### config.mk
export PLATFORM = sky130hd
export DESIGN_NAME = ble_beacon_scan_line_parser
export DESIGN_NICKNAME = d
export VERILOG_FILES = /design/src/sv/bsp_pkg.sv /design/src/sv/bsp_regs.sv /design/src/sv/bsp_front.sv /design/src/sv/bsp_queue.sv /design/src/sv/bsp_back.sv /design/src/sv/ble_beacon_scan_line_parser.sv
export SDC_FILE = /design/constraint.sdc
export NUM_CORES = 1
export LEC_CHECK = 0
export BUFFER_PORTS_ARGS = -buffer_cell sky130_fd_sc_hd__buf_2
export CAP_MARGIN = 20
export CORE_MARGIN = 3
export CORE_UTILIZATION = 55
export CTS_BUF_LIST = sky130_fd_sc_hd__clkbuf_2 sky130_fd_sc_hd__clkbuf_4 sky130_fd_sc_hd__clkbuf_8
export DETAILED_ROUTE_END_ITERATION = 12
export PLACE_DENSITY = 0.76
export REMOVE_ABC_BUFFERS = 1
export SETUP_SLACK_MARGIN = 0.4
export SLEW_MARGIN = 20
export SYNTH_ARGS = -nofsm -noshare
export SYNTH_HDL_FRONTEND = slang
export SYNTH_SLANG_ARGS = --single-unit
### constraint.sdc
create_clock -name clk -period 9.8 [get_ports clk]
set_clock_uncertainty 0.2 [all_clocks]
set_input_delay 0.98 -clock clk [delete_from_list [all_inputs] [get_ports clk]]
set_output_delay 0.98 -clock clk [all_outputs]
set_load 0.005 [all_outputs]
### src/sv/bsp_pkg.sv
// ----------------------------------------------------------------------------
// Beacon scan parser package
// Shared types and constants of the scan-reply line parser.
// ----------------------------------------------------------------------------
package bsp_pkg;

	localparam int LINE_DEPTH_DEF = 128;
	localparam int ADDR_W = 5;
	localparam int DATA_W = 64;

	typedef enum logic [2:0] {
		KIND_BEACON = 3'd0,
		KIND_DEVICE = 3'd1,
		KIND_START  = 3'd2,
		KIND_END    = 3'd3,
		KIND_OTHER  = 3'd4
	} line_kind_t;

	typedef struct packed {
		logic [31:0] company_prefix;
		logic [63:0] uuid_high;
		logic [63:0] uuid_low;
	} cfg_t;

	typedef struct packed {
		line_kind_t         line_kind;
		logic [15:0]        major_id;
		logic [15:0]        minor_id;
		logic signed [7:0]  tx_power;
		logic signed [15:0] rssi_dbm;
		logic [15:0]        devices_seen;
		logic [15:0]        beacons_seen;
	} res_t;

endpackage

### src/sv/bsp_regs.sv
// ----------------------------------------------------------------------------
// Beacon scan parser configuration registers
// APB-style register file holding the company prefix and the beacon UUID.
// ----------------------------------------------------------------------------
module bsp_regs
	import bsp_pkg::*;
(
	input  logic              clk,
	input  logic              arst_n,
	input  logic              psel,
	input  logic              penable,
	input  logic              pwrite,
	input  logic [ADDR_W-1:0] paddr,
	input  logic [DATA_W-1:0] pwdata,
	output logic [DATA_W-1:0] prdata,
	output logic              pready,
	output cfg_t              cfg
);

	localparam logic [1:0] RegCompany  = 2'd0;
	localparam logic [1:0] RegUuidHigh = 2'd1;
	localparam logic [1:0] RegUuidLow  = 2'd2;

	localparam logic [31:0] CompanyReset  = 32'h4C00_0215;
	localparam logic [63:0] UuidHighReset = 64'h7427_8BDA_B644_4520;
	localparam logic [63:0] UuidLowReset  = 64'h8F0C_720E_AF05_9935;

	logic [1:0] reg_sel;
	logic       wr_en;
	cfg_t       cfg_q;

	assign reg_sel = paddr[ADDR_W-1:3];
	assign pready  = 1'b1;
	assign wr_en   = psel && penable && pwrite && pready;
	assign cfg     = cfg_q;

	always_ff @(posedge clk or negedge arst_n) begin
		if (!arst_n) begin
			cfg_q.company_prefix <= CompanyReset;
			cfg_q.uuid_high      <= UuidHighReset;
			cfg_q.uuid_low       <= UuidLowReset;
		end else if (wr_en) begin
			unique case (reg_sel)
				RegCompany:  cfg_q.company_prefix <= pwdata[31:0];
				RegUuidHigh: cfg_q.uuid_high      <= pwdata;
				RegUuidLow:  cfg_q.uuid_low       <= pwdata;
				default: ;
			endcase
		end
	end

	always_comb begin
		unique case (reg_sel)
			RegCompany:  prdata = {32'd0, cfg_q.company_prefix};
			RegUuidHigh: prdata = cfg_q.uuid_high;
			RegUuidLow:  prdata = cfg_q.uuid_low;
			default:     prdata = '0;
		endcase
	end

endmodule

### src/sv/bsp_front.sv
// ----------------------------------------------------------------------------
// Beacon scan parser front end
// Accepts received bytes, drops line feeds and overlong line tails, and tags
// each remaining byte with its line position.
// ----------------------------------------------------------------------------
module bsp_front
	import bsp_pkg::*;
#(
	parameter int LINE_DEPTH = LINE_DEPTH_DEF,
	localparam int PosW = $clog2(LINE_DEPTH)
) (
	input  logic            clk,
	input  logic            arst_n,
	input  logic            in_valid,
	output logic            in_ready,
	input  logic [7:0]      rx_byte,
	output logic            tok_valid,
	input  logic            tok_ready,
	output logic            tok_eol,
	output logic [7:0]      tok_data,
	output logic [PosW-1:0] tok_pos
);

	localparam logic [7:0]      CharLf  = 8'h0A;
	localparam logic [7:0]      CharCr  = 8'h0D;
	localparam logic [PosW-1:0] PosLast = PosW'(LINE_DEPTH - 1);

	logic [PosW-1:0] pos_q;
	logic            is_lf;
	logic            is_cr;
	logic            room;
	logic            accept;

	assign is_lf  = rx_byte == CharLf;
	assign is_cr  = rx_byte == CharCr;
	assign room   = pos_q != PosLast;
	assign accept = in_valid && in_ready;

	// Every byte waits for queue space, even one that is dropped.
	assign in_ready  = tok_ready;
	assign tok_valid = in_valid && (is_cr || (!is_lf && room));
	assign tok_eol   = is_cr;
	assign tok_data  = rx_byte;
	assign tok_pos   = pos_q;

	always_ff @(posedge clk or negedge arst_n) begin
		if (!arst_n) begin
			pos_q <= '0;
		end else if (accept) begin
			if (is_cr) begin
				pos_q <= '0;
			end else if (!is_lf && room) begin
				pos_q <= pos_q + PosW'(1);
			end
		end
	end

endmodule

### src/sv/bsp_queue.sv
// ----------------------------------------------------------------------------
// Beacon scan parser token queue
// Four-entry register queue between the front end and the back end.
// ----------------------------------------------------------------------------
module bsp_queue #(
	parameter int WIDTH = 16
) (
	input  logic             clk,
	input  logic             arst_n,
	input  logic             wr_valid,
	output logic             wr_ready,
	input  logic [WIDTH-1:0] wr_data,
	output logic             rd_valid,
	input  logic             rd_ready,
	output logic [WIDTH-1:0] rd_data
);

	localparam int Depth = 4;
	localparam int PtrW  = $clog2(Depth);

	logic [WIDTH-1:0] mem_q [Depth];
	logic [PtrW-1:0]  wr_ptr_q;
	logic [PtrW-1:0]  rd_ptr_q;
	logic [PtrW:0]    count_q;
	logic             push;
	logic             pop;

	assign wr_ready = count_q != (PtrW + 1)'(Depth);
	assign rd_valid = count_q != '0;
	assign rd_data  = mem_q[rd_ptr_q];
	assign push     = wr_valid && wr_ready;
	assign pop      = rd_valid && rd_ready;

	always_ff @(posedge clk or negedge arst_n) begin
		if (!arst_n) begin
			wr_ptr_q <= '0;
			rd_ptr_q <= '0;
			count_q  <= '0;
		end else begin
			if (push) begin
				wr_ptr_q <= wr_ptr_q + PtrW'(1);
			end
			if (pop) begin
				rd_ptr_q <= rd_ptr_q + PtrW'(1);
			end
			if (push && !pop) begin
				count_q <= count_q + (PtrW + 1)'(1);
			end else if (pop && !push) begin
				count_q <= count_q - (PtrW + 1)'(1);
			end
		end
	end

	always_ff @(posedge clk) begin
		if (push) begin
			mem_q[wr_ptr_q] <= wr_data;
		end
	end

endmodule

### src/sv/bsp_back.sv
// ----------------------------------------------------------------------------
// Beacon scan parser back end
// Checks each tagged byte against its position, accumulates the beacon fields
// and turns every line end into one registered result.
// ----------------------------------------------------------------------------
module bsp_back
	import bsp_pkg::*;
#(
	parameter int LINE_DEPTH = LINE_DEPTH_DEF,
	localparam int PosW = $clog2(LINE_DEPTH)
) (
	input  logic            clk,
	input  logic            arst_n,
	input  cfg_t            cfg,
	input  logic            tok_valid,
	output logic            tok_ready,
	input  logic            tok_eol,
	input  logic [7:0]      tok_data,
	input  logic [PosW-1:0] tok_pos,
	output logic            res_valid,
	input  logic            res_ready,
	output res_t            res
);

	typedef enum logic [1:0] {
		PH_BLANK,
		PH_POS,
		PH_NEG,
		PH_DONE
	} rssi_phase_t;

	localparam logic [8:0] PosCompany    = 9'd8;
	localparam logic [8:0] PosCompanyEnd = 9'd16;
	localparam logic [8:0] PosUuid       = 9'd17;
	localparam logic [8:0] PosUuidLow    = 9'd33;
	localparam logic [8:0] PosUuidEnd    = 9'd49;
	localparam logic [8:0] PosMajor      = 9'd50;
	localparam logic [8:0] PosMinor      = 9'd54;
	localparam logic [8:0] PosPower      = 9'd58;
	localparam logic [8:0] PosPowerEnd   = 9'd60;
	localparam logic [8:0] PosRssi       = 9'd74;

	localparam logic [63:0] PfxDisc  = "OK+DISC:";
	localparam logic [63:0] PfxStart = "OK+DISIS";
	localparam logic [63:0] PfxEnd   = "OK+DISCE";

	localparam int FlagDisc  = 0;
	localparam int FlagStart = 1;
	localparam int FlagEnd   = 2;
	localparam int FlagId    = 3;

	localparam int StopMajor = 0;
	localparam int StopMinor = 1;
	localparam int StopPower = 2;

	localparam logic [7:0] CharZero  = "0";
	localparam logic [7:0] CharNine  = "9";
	localparam logic [7:0] CharSpace = 8'h20;
	localparam logic [7:0] CharTab   = 8'h09;
	localparam logic [7:0] CharVt    = 8'h0B;
	localparam logic [7:0] CharFf    = 8'h0C;
	localparam logic [7:0] CharPlus  = "+";
	localparam logic [7:0] CharMinus = "-";

	localparam logic [18:0] RssiCap = 19'd32768;

	function automatic logic [7:0] pfx_char(input logic [63:0] pfx, input logic [2:0] idx);
		pfx_char = 8'(pfx >> {~idx, 3'b000});
	endfunction

	function automatic logic [7:0] hex_char(input logic [3:0] nib);
		hex_char = (nib < 4'd10) ? 8'h30 + 8'(nib) : 8'h37 + 8'(nib);
	endfunction

	// Bit 4 of the result marks a character that is not a hex digit.
	function automatic logic [4:0] hex_val(input logic [7:0] c);
		if (c >= "0" && c <= "9") begin
			hex_val = {1'b0, 4'(c - 8'h30)};
		end else if (c >= "A" && c <= "F") begin
			hex_val = {1'b0, 4'(c - 8'h37)};
		end else if (c >= "a" && c <= "f") begin
			hex_val = {1'b0, 4'(c - 8'h57)};
		end else begin
			hex_val = 5'h10;
		end
	endfunction

	function automatic logic [15:0] sat_inc(input logic [15:0] v);
		sat_inc = (v != 16'hFFFF) ? v + 16'd1 : v;
	endfunction

	logic [3:0]  flags_q, flags_d;
	logic [15:0] major_q, major_d;
	logic [15:0] minor_q, minor_d;
	logic [7:0]  power_q, power_d;
	logic [2:0]  stop_q, stop_d;
	logic [15:0] rssi_q, rssi_d;
	rssi_phase_t phase_q, phase_d;
	logic [15:0] dev_q, dev_d;
	logic [15:0] bea_q, bea_d;
	logic        res_valid_q;
	res_t        res_q, res_d;

	logic [8:0]  p;
	logic [3:0]  company_nib;
	logic [3:0]  uuid_k;
	logic [3:0]  uuid_nib;
	logic [4:0]  hv;
	logic        is_digit;
	logic [18:0] rssi_sum;
	logic        full_prefix;
	logic        pop;

	assign p         = 9'(tok_pos);
	assign tok_ready = !tok_eol || !res_valid_q || res_ready;
	assign pop       = tok_valid && tok_ready;
	assign res_valid = res_valid_q;
	assign res       = res_q;

	// Positions of both UUID halves differ by sixteen, so one digit index serves both.
	assign company_nib = 4'(cfg.company_prefix >> {~p[2:0], 2'b00});
	assign uuid_k      = 4'(p - PosUuid);
	assign uuid_nib    = (p < PosUuidLow) ? 4'(cfg.uuid_high >> {~uuid_k, 2'b00})
	                                      : 4'(cfg.uuid_low >> {~uuid_k, 2'b00});
	assign hv          = hex_val(tok_data);
	assign is_digit    = tok_data >= CharZero && tok_data <= CharNine;
	assign rssi_sum    = ({3'd0, rssi_q} << 3) + ({3'd0, rssi_q} << 1)
	                   + 19'(tok_data - CharZero);
	assign full_prefix = p >= PosCompany;

	// Per-byte update of the line state.
	always_comb begin
		flags_d = flags_q;
		major_d = major_q;
		minor_d = minor_q;
		power_d = power_q;
		stop_d  = stop_q;
		rssi_d  = rssi_q;
		phase_d = phase_q;
		if (p < PosCompany) begin
			if (tok_data != pfx_char(PfxDisc, p[2:0])) flags_d[FlagDisc] = 1'b1;
			if (tok_data != pfx_char(PfxStart, p[2:0])) flags_d[FlagStart] = 1'b1;
			if (tok_data != pfx_char(PfxEnd, p[2:0])) flags_d[FlagEnd] = 1'b1;
		end else if (p < PosCompanyEnd) begin
			if (tok_data != hex_char(company_nib)) flags_d[FlagId] = 1'b1;
		end else if (p >= PosUuid && p < PosUuidEnd) begin
			if (tok_data != hex_char(uuid_nib)) flags_d[FlagId] = 1'b1;
		end else if (p >= PosMajor && p < PosMinor) begin
			if (!stop_q[StopMajor]) begin
				if (hv[4]) stop_d[StopMajor] = 1'b1;
				else major_d = {major_q[11:0], hv[3:0]};
			end
		end else if (p >= PosMinor && p < PosPower) begin
			if (!stop_q[StopMinor]) begin
				if (hv[4]) stop_d[StopMinor] = 1'b1;
				else minor_d = {minor_q[11:0], hv[3:0]};
			end
		end else if (p >= PosPower && p < PosPowerEnd) begin
			if (!stop_q[StopPower]) begin
				if (hv[4]) stop_d[StopPower] = 1'b1;
				else power_d = {power_q[3:0], hv[3:0]};
			end
		end else if (p >= PosRssi && phase_q != PH_DONE) begin
			if (is_digit) begin
				rssi_d = (rssi_sum > RssiCap) ? 16'(RssiCap) : 16'(rssi_sum);
				if (phase_q == PH_BLANK) phase_d = PH_POS;
			end else if (phase_q == PH_BLANK) begin
				case (tok_data) inside
					CharSpace, CharTab, CharVt, CharFf: phase_d = PH_BLANK;
					CharPlus:  phase_d = PH_POS;
					CharMinus: phase_d = PH_NEG;
					default:   phase_d = PH_DONE;
				endcase
			end else begin
				phase_d = PH_DONE;
			end
		end
	end

	// Line-end classification and count update.
	always_comb begin
		dev_d = dev_q;
		bea_d = bea_q;
		res_d = '0;
		if (full_prefix && !flags_q[FlagDisc]) begin
			dev_d = sat_inc(dev_q);
			if (p >= PosUuidEnd && !flags_q[FlagId]) begin
				bea_d           = sat_inc(bea_q);
				res_d.line_kind = KIND_BEACON;
				res_d.major_id  = major_q;
				res_d.minor_id  = minor_q;
				res_d.tx_power  = power_q;
				if (phase_q == PH_NEG) res_d.rssi_dbm = 16'(16'd0 - rssi_q);
				else if (rssi_q[15]) res_d.rssi_dbm = 16'h7FFF;
				else res_d.rssi_dbm = rssi_q;
			end else begin
				res_d.line_kind = KIND_DEVICE;
			end
		end else if (full_prefix && !flags_q[FlagStart]) begin
			dev_d           = '0;
			bea_d           = '0;
			res_d.line_kind = KIND_START;
		end else if (full_prefix && !flags_q[FlagEnd]) begin
			res_d.line_kind = KIND_END;
		end else begin
			res_d.line_kind = KIND_OTHER;
		end
		res_d.devices_seen = dev_d;
		res_d.beacons_seen = bea_d;
	end

	always_ff @(posedge clk or negedge arst_n) begin
		if (!arst_n) begin
			flags_q     <= '0;
			major_q     <= '0;
			minor_q     <= '0;
			power_q     <= '0;
			stop_q      <= '0;
			rssi_q      <= '0;
			phase_q     <= PH_BLANK;
			dev_q       <= '0;
			bea_q       <= '0;
			res_valid_q <= 1'b0;
		end else begin
			if (pop && tok_eol) begin
				flags_q     <= '0;
				major_q     <= '0;
				minor_q     <= '0;
				power_q     <= '0;
				stop_q      <= '0;
				rssi_q      <= '0;
				phase_q     <= PH_BLANK;
				dev_q       <= dev_d;
				bea_q       <= bea_d;
				res_valid_q <= 1'b1;
			end else begin
				if (pop) begin
					flags_q <= flags_d;
					major_q <= major_d;
					minor_q <= minor_d;
					power_q <= power_d;
					stop_q  <= stop_d;
					rssi_q  <= rssi_d;
					phase_q <= phase_d;
				end
				if (res_ready) begin
					res_valid_q <= 1'b0;
				end
			end
		end
	end

	always_ff @(posedge clk) begin
		if (pop && tok_eol) begin
			res_q <= res_d;
		end
	end

endmodule

### src/sv/ble_beacon_scan_line_parser.sv
// ----------------------------------------------------------------------------
// Beacon scan-reply line parser
// Parses the serial scan reply of a Bluetooth module into one result per line.
// ----------------------------------------------------------------------------
// The block takes one received byte per clock cycle on the input channel
// while the token queue has room, independent of line content; line feeds and
// bytes past the line buffer depth are taken and discarded. Each carriage
// return produces one result transaction: the accepted carriage return is
// written into the four-entry token queue between the front end and the back
// end, and the back end then moves its result into the output register. The
// front end stalls only when that queue is full, which happens only while a
// finished result waits on the output and further line ends follow. The
// configuration registers sit at byte addresses 0, 8 and 16 and read back as
// written; there is no clearing pass after reset.
module ble_beacon_scan_line_parser
	import bsp_pkg::*;
#(
	parameter int LINE_DEPTH = LINE_DEPTH_DEF
) (
	input  logic               clk,
	input  logic               arst_n,
	input  logic               psel,
	input  logic               penable,
	input  logic               pwrite,
	input  logic [ADDR_W-1:0]  paddr,
	input  logic [DATA_W-1:0]  pwdata,
	output logic [DATA_W-1:0]  prdata,
	output logic               pready,
	input  logic               in_valid,
	output logic               in_ready,
	input  logic [7:0]         rx_byte,
	output logic               out_valid,
	input  logic               out_ready,
	output logic [2:0]         line_kind,
	output logic [15:0]        major_id,
	output logic [15:0]        minor_id,
	output logic signed [7:0]  tx_power,
	output logic signed [15:0] rssi_dbm,
	output logic [15:0]        devices_seen,
	output logic [15:0]        beacons_seen
);

	localparam int PosW = $clog2(LINE_DEPTH);
	localparam int TokW = 1 + 8 + PosW;

	cfg_t            cfg;
	res_t            res;
	logic            f_valid;
	logic            f_ready;
	logic            f_eol;
	logic [7:0]      f_data;
	logic [PosW-1:0] f_pos;
	logic            b_valid;
	logic            b_ready;
	logic            b_eol;
	logic [7:0]      b_data;
	logic [PosW-1:0] b_pos;
	logic [TokW-1:0] b_tok;

	bsp_regs u_regs (
		.clk     (clk),
		.arst_n  (arst_n),
		.psel    (psel),
		.penable (penable),
		.pwrite  (pwrite),
		.paddr   (paddr),
		.pwdata  (pwdata),
		.prdata  (prdata),
		.pready  (pready),
		.cfg     (cfg)
	);

	bsp_front #(
		.LINE_DEPTH (LINE_DEPTH)
	) u_front (
		.clk       (clk),
		.arst_n    (arst_n),
		.in_valid  (in_valid),
		.in_ready  (in_ready),
		.rx_byte   (rx_byte),
		.tok_valid (f_valid),
		.tok_ready (f_ready),
		.tok_eol   (f_eol),
		.tok_data  (f_data),
		.tok_pos   (f_pos)
	);

	bsp_queue #(
		.WIDTH (TokW)
	) u_queue (
		.clk      (clk),
		.arst_n   (arst_n),
		.wr_valid (f_valid),
		.wr_ready (f_ready),
		.wr_data  ({f_eol, f_data, f_pos}),
		.rd_valid (b_valid),
		.rd_ready (b_ready),
		.rd_data  (b_tok)
	);

	assign b_eol  = b_tok[TokW-1];
	assign b_data = b_tok[PosW +: 8];
	assign b_pos  = b_tok[PosW-1:0];

	bsp_back #(
		.LINE_DEPTH (LINE_DEPTH)
	) u_back (
		.clk       (clk),
		.arst_n    (arst_n),
		.cfg       (cfg),
		.tok_valid (b_valid),
		.tok_ready (b_ready),
		.tok_eol   (b_eol),
		.tok_data  (b_data),
		.tok_pos   (b_pos),
		.res_valid (out_valid),
		.res_ready (out_ready),
		.res       (res)
	);

	assign line_kind    = res.line_kind;
	assign major_id     = res.major_id;
	assign minor_id     = res.minor_id;
	assign tx_power     = res.tx_power;
	assign rssi_dbm     = res.rssi_dbm;
	assign devices_seen = res.devices_seen;
	assign beacons_seen = res.beacons_seen;

	// Beacon fields are zero on every line that is not a matching beacon.
	a_fields_zero: assert property (@(posedge clk) disable iff (!arst_n)
		out_valid && line_kind != KIND_BEACON |->
			major_id == 16'd0 && minor_id == 16'd0 && tx_power == 8'sd0
			&& rssi_dbm == 16'sd0)
		else $error("beacon fields set on a non-beacon line");

	// Every beacon is also a device, so the beacon count never leads.
	a_count_order: assert property (@(posedge clk) disable iff (!arst_n)
		out_valid |-> beacons_seen <= devices_seen)
		else $error("beacon count exceeds device count");

	a_start_clears: assert property (@(posedge clk) disable iff (!arst_n)
		out_valid && line_kind == KIND_START |->
			devices_seen == 16'd0 && beacons_seen == 16'd0)
		else $error("scan start did not clear the counts");

	a_beacon_counted: assert property (@(posedge clk) disable iff (!arst_n)
		out_valid && line_kind == KIND_BEACON |->
			devices_seen != 16'd0 && beacons_seen != 16'd0)
		else $error("beacon reported with a zero count");

endmodule

==> reports/qor.csv <==
stage,metric,value,unit
clock_network,cts.htree.levels,3,
setup_path,crit_arrival,6.44,ns
pwr,pwr-share-comb,49.9,%
clock_network,worstSkewPairLatency,0.66,ns
place,gp_congestion,0.890,
finish,final_net_count,2453,
yosys,synthesis.area_per_instance,10.9,µm²
yosys,ys_seq_area_share,50.3,%
yosys,post_synth_instance_area,22900,µm²
pwr,internal-power,5.26,mW
sta,rsz_0062_raised_after_global_routing,no,
finish,layout-drive-gt1-share,29.6,%
pwr,p_seq_share,30.9,%
clock_network,cts.repair_timing.setup_buffer_count,0,
place,dp_hpwl,38.9,mm
clock_network,cts_hold_buf,0,
pwr,power_leakage,11.2,nW
yosys,synth.distinct_cells,83,
finish,multi_input_gate_area_in_the_final_layout,10700,µm²
setup_path,worst_setup_path_category,register to register,
pwr,p_sw_share,44.0,%
global_routing,globalRoute.totalOverflow,0,
finish,filler_cell_count,3170,
detailed_routing,drt_wl_total,60.5,mm
yosys,ys_dominant_reg_cell,sky130_fd_sc_hd__dfrtp_1,
setup_path,start_kind,register,
clock_network,clockBufferDepth,3,
global_routing,first_pass_grt_wire_length,96.2,mm
min_path,worstHoldPathType,register to register,
detailed_routing,drc_violation_total_after_the_first_tritonroute_iteration,1619,
sta,hold_ws,0.274,ns
pwr,power_per_cell_area,358,nW/µm²
pwr,vdd.ir_drop.worst,0.000305,V
finish,commonest_cells_after_routing_fill_and_taps_aside,"sky130_fd_sc_hd__nand2_1, sky130_fd_sc_hd__buf_2, sky130_fd_sc_hd__dfrtp_1, sky130_fd_sc_hd__mux2_2, sky130_fd_sc_hd__edfxtp_1",
sta,min_period_over_period,62.3,%
setup_path,slowest_cell_on_the_critical_path,sky130_fd_sc_hd__nor3_2,
yosys,synth_enable_flop_cells,155,
yosys,async_reset_ff_share,63.7,%
finish,final_common_cell,sky130_fd_sc_hd__nand2_1,
finish,flow.area_growth_from_synthesis,14.1,%
job,cap_violations,0,
sta,finalHoldViolations,0,
yosys,syn-instance-count,2106,
global_routing,top_usage_layer,met2,
detailed_routing,route.detailed.vias_per_inst,6.26,
sta,maxClockFrequency,0.164,GHz
global_routing,number_of_antenna_violations_at_the_first_check_in_global_routing,9,
finish,register_area,11500,µm²
clock_network,cts_buffers,74,
yosys,synth-warning-count,0,
sta,final_period_minus_worst_setup_slack,6.11,ns
detailed_routing,drt_pass1_iterations,8,
sta,finalSetupTns,0,ns
die,vertical_extent_of_the_die,210,µm
die,die_area,44200,µm²
setup_path,worst-endpoint-required,10.14,ns
clock_network,numClockSinks,427,
die,initial_core_util,55.9,%
setup_path,worst-r2r-setup-slack,3.69,ns
die,placement_rows,74,
clock_network,cts_tree,built,
die,ios,242,
detailed_routing,num_vias,18200,
setup_path,crit_path_max_fanout,21,
clock_network,cts_root_buffer,sky130_fd_sc_hd__clkbuf_8,
sta,worst-slew-pin-transition,1.09,ns
outcome,status,"complete, no violations",
setup_path,crit_path_cell_trace,buf_4 > mux4_2 > ha_1 > nor3_2 > fa_1 > ha_1 > a21o_1 > a21oi_1 > o21ai_0 > a31oi_1 > mux2i_1 > nand3_1 > o41ai_1,
setup_path,cpPeakStageDelay,0.87,ns
die,chipWidth,210,µm
yosys,synth-seq-cells,427,
pwr,net-switching-power,4.12,mW
clock_network,path_clk_slew,0.07,ns
setup_path,cell_with_the_most_instances_on_the_worst_path,sky130_fd_sc_hd__ha_1,
global_routing,globalRouteMet1Util,34.4,%
sta,finalMaxSlewViolations,0,
detailed_routing,detail_route.drc_violations,0,
global_routing,globalRouteTotalUtil,26.9,%
detailed_routing,wl_per_cell,20.8,µm
sta,setup_violations,0,
global_routing,grt_met3_usage,7.58,%
die,design.core.area,41000,µm²
setup_path,crit_buf_inv,1,
clock_network,cts_repair_resize_count,0,
setup_path,cpLargestDelayFamily,compound AO/OA/AOI/OAI gates,
sta,slew-limit-headroom,27.2,%
pwr,power_frac_clock,19.2,%
detailed_routing,ant_nets,0,
setup_path,timing.critical_path.to_type,register,
global_routing,grt_start_max_net_pins,135,
global_routing,global_route.usage.met2,44.0,%
global_routing,via_count_of_the_first_global_routing_pass,18100,
place,io_buffers,237,
sequential cells by signal, indices dropped and copies added (netlist names), 2 cells and up:
| name | flops |
|---|---|
| u_back.bea_q | 16 |
| u_back.dev_q | 16 |
| u_back.flags_q | 4 |
| u_back.major_q | 16 |
| u_back.minor_q | 16 |
| u_back.phase_q | 2 |
| u_back.power_q | 8 |
| u_back.res | 91 |
| u_back.rssi_q | 16 |
| u_back.stop_q | 3 |
| u_front.tok_pos | 7 |
| u_queue.count_q | 3 |
| u_queue.mem_q | 64 |
| u_queue.rd_ptr_q | 2 |
| u_queue.wr_ptr_q | 2 |
| u_regs.cfg | 160 |
metrics by stage:
step	total power [mW]	setup WS, ns	area (µm²)	instances	utilization [%]
2_1_floorplan	5.92	3.07	22400	1968	-
3_3_place_gp	7.32	3.86	24500	2762	59.6
3_5_place_dp	7.50	3.77	24500	2762	59.6
4_1_cts	9.32	3.70	26100	2900	63.7
5_1_grt	9.96	3.15	26200	2904	63.8
6_report	9.38	3.69	26200	2909	63.8
tightest hold or removal path, cell delays in order (launching register included):
cell	delay, ns
sky130_fd_sc_hd__dfrtp_1	0.33
sky130_fd_sc_hd__nand2_1	0.04
sky130_fd_sc_hd__o21ai_0	0.06
cell type report:
cell class,instances,area share [%]
clock buffers,110,5.16
multi-input cells,1491,40.8
well taps,532,2.54
repair buffers,264,5.43
flip-flops and latches,427,44.1
clock inverters,28,1.14
inverters,50,0.736
diodes,7,0.0669
final timing paths:
kind / cells after the start / start / end
worst max-delay path: 13 / u_queue.rd_ptr_q[0]$_DFFE_PN0P_ / u_back.rssi_q[10]$_DFFE_PN0P_
worst min-delay path: 2 / u_back.minor_q[15]$_DFFE_PN0P_ / u_back.minor_q[15]$_DFFE_PN0P_
worst max register to register: 13 / u_queue.rd_ptr_q[0]$_DFFE_PN0P_ / u_back.rssi_q[10]$_DFFE_PN0P_
worst min register to register: 2 / u_back.minor_q[15]$_DFFE_PN0P_ / u_back.minor_q[15]$_DFFE_PN0P_
max in group asynchronous: 4 / arst_n / u_front.tok_pos[1]$_DFFE_PN0P_
min in group asynchronous: 2 / arst_n / u_back.bea_q[10]$_DFFE_PN0P_
kinds of logic after synthesis:
| logic type | share of synthesized area [%] |
|---|---|
| buf+inv | 3.32 |
| simple gates | 14.5 |
| mux | 14.2 |
| compound gates | 12.1 |
| flops | 50.3 |
| fa+ha+maj | 3.85 |
| other cells | 0.0163 |
| xor+xnor | 1.60 |
layer usage:
metal  up-vias  wire [µm]
met1      8999      24300
li1       8229          -
met2       802      28900
met5         -         50
met3       178       5180
met4         6       2050
synthesized netlist by cell type, drive strengths merged, types with 13 or more instances:
cell / number / area, µm²
nand2: 267 / 1000
dfrtp: 207 / 5180
mux2: 188 / 2120
edfxtp: 155 / 4650
o21ai: 134 / 671
nor2: 125 / 472
clkbuf: 100 / 375
nor3: 72 / 360
dfstp: 65 / 1710
mux2i: 58 / 581
a21oi: 55 / 275
and3: 52 / 325
nand3: 51 / 255
inv: 49 / 184
ha: 45 / 563
a31oi: 39 / 244
a22o: 38 / 333
buf: 38 / 198
mux4: 25 / 567
xnor2: 25 / 219
nor4: 20 / 159
or3: 20 / 125
o31ai: 18 / 135
o41ai: 17 / 149
xor2: 17 / 149
fa: 16 / 320
nand4: 16 / 100
o22ai: 16 / 114
nor2b: 13 / 81.3
power groups by stage:
| stage | Clock [mW] | Combinational, mW | Sequential (mW) |
|---|---|---|---|
| global placement | 0 | 4.44 | 2.89 |
| finish | 1.80 | 4.68 | 2.90 |
| detailed placement | 0 | 4.57 | 2.93 |
| global route | 1.91 | 5.09 | 2.96 |
| CTS | 1.83 | 4.60 | 2.90 |
| floorplan | 0 | 3.05 | 2.87 |
Note: power is estimated with default switching activity, not from simulation.
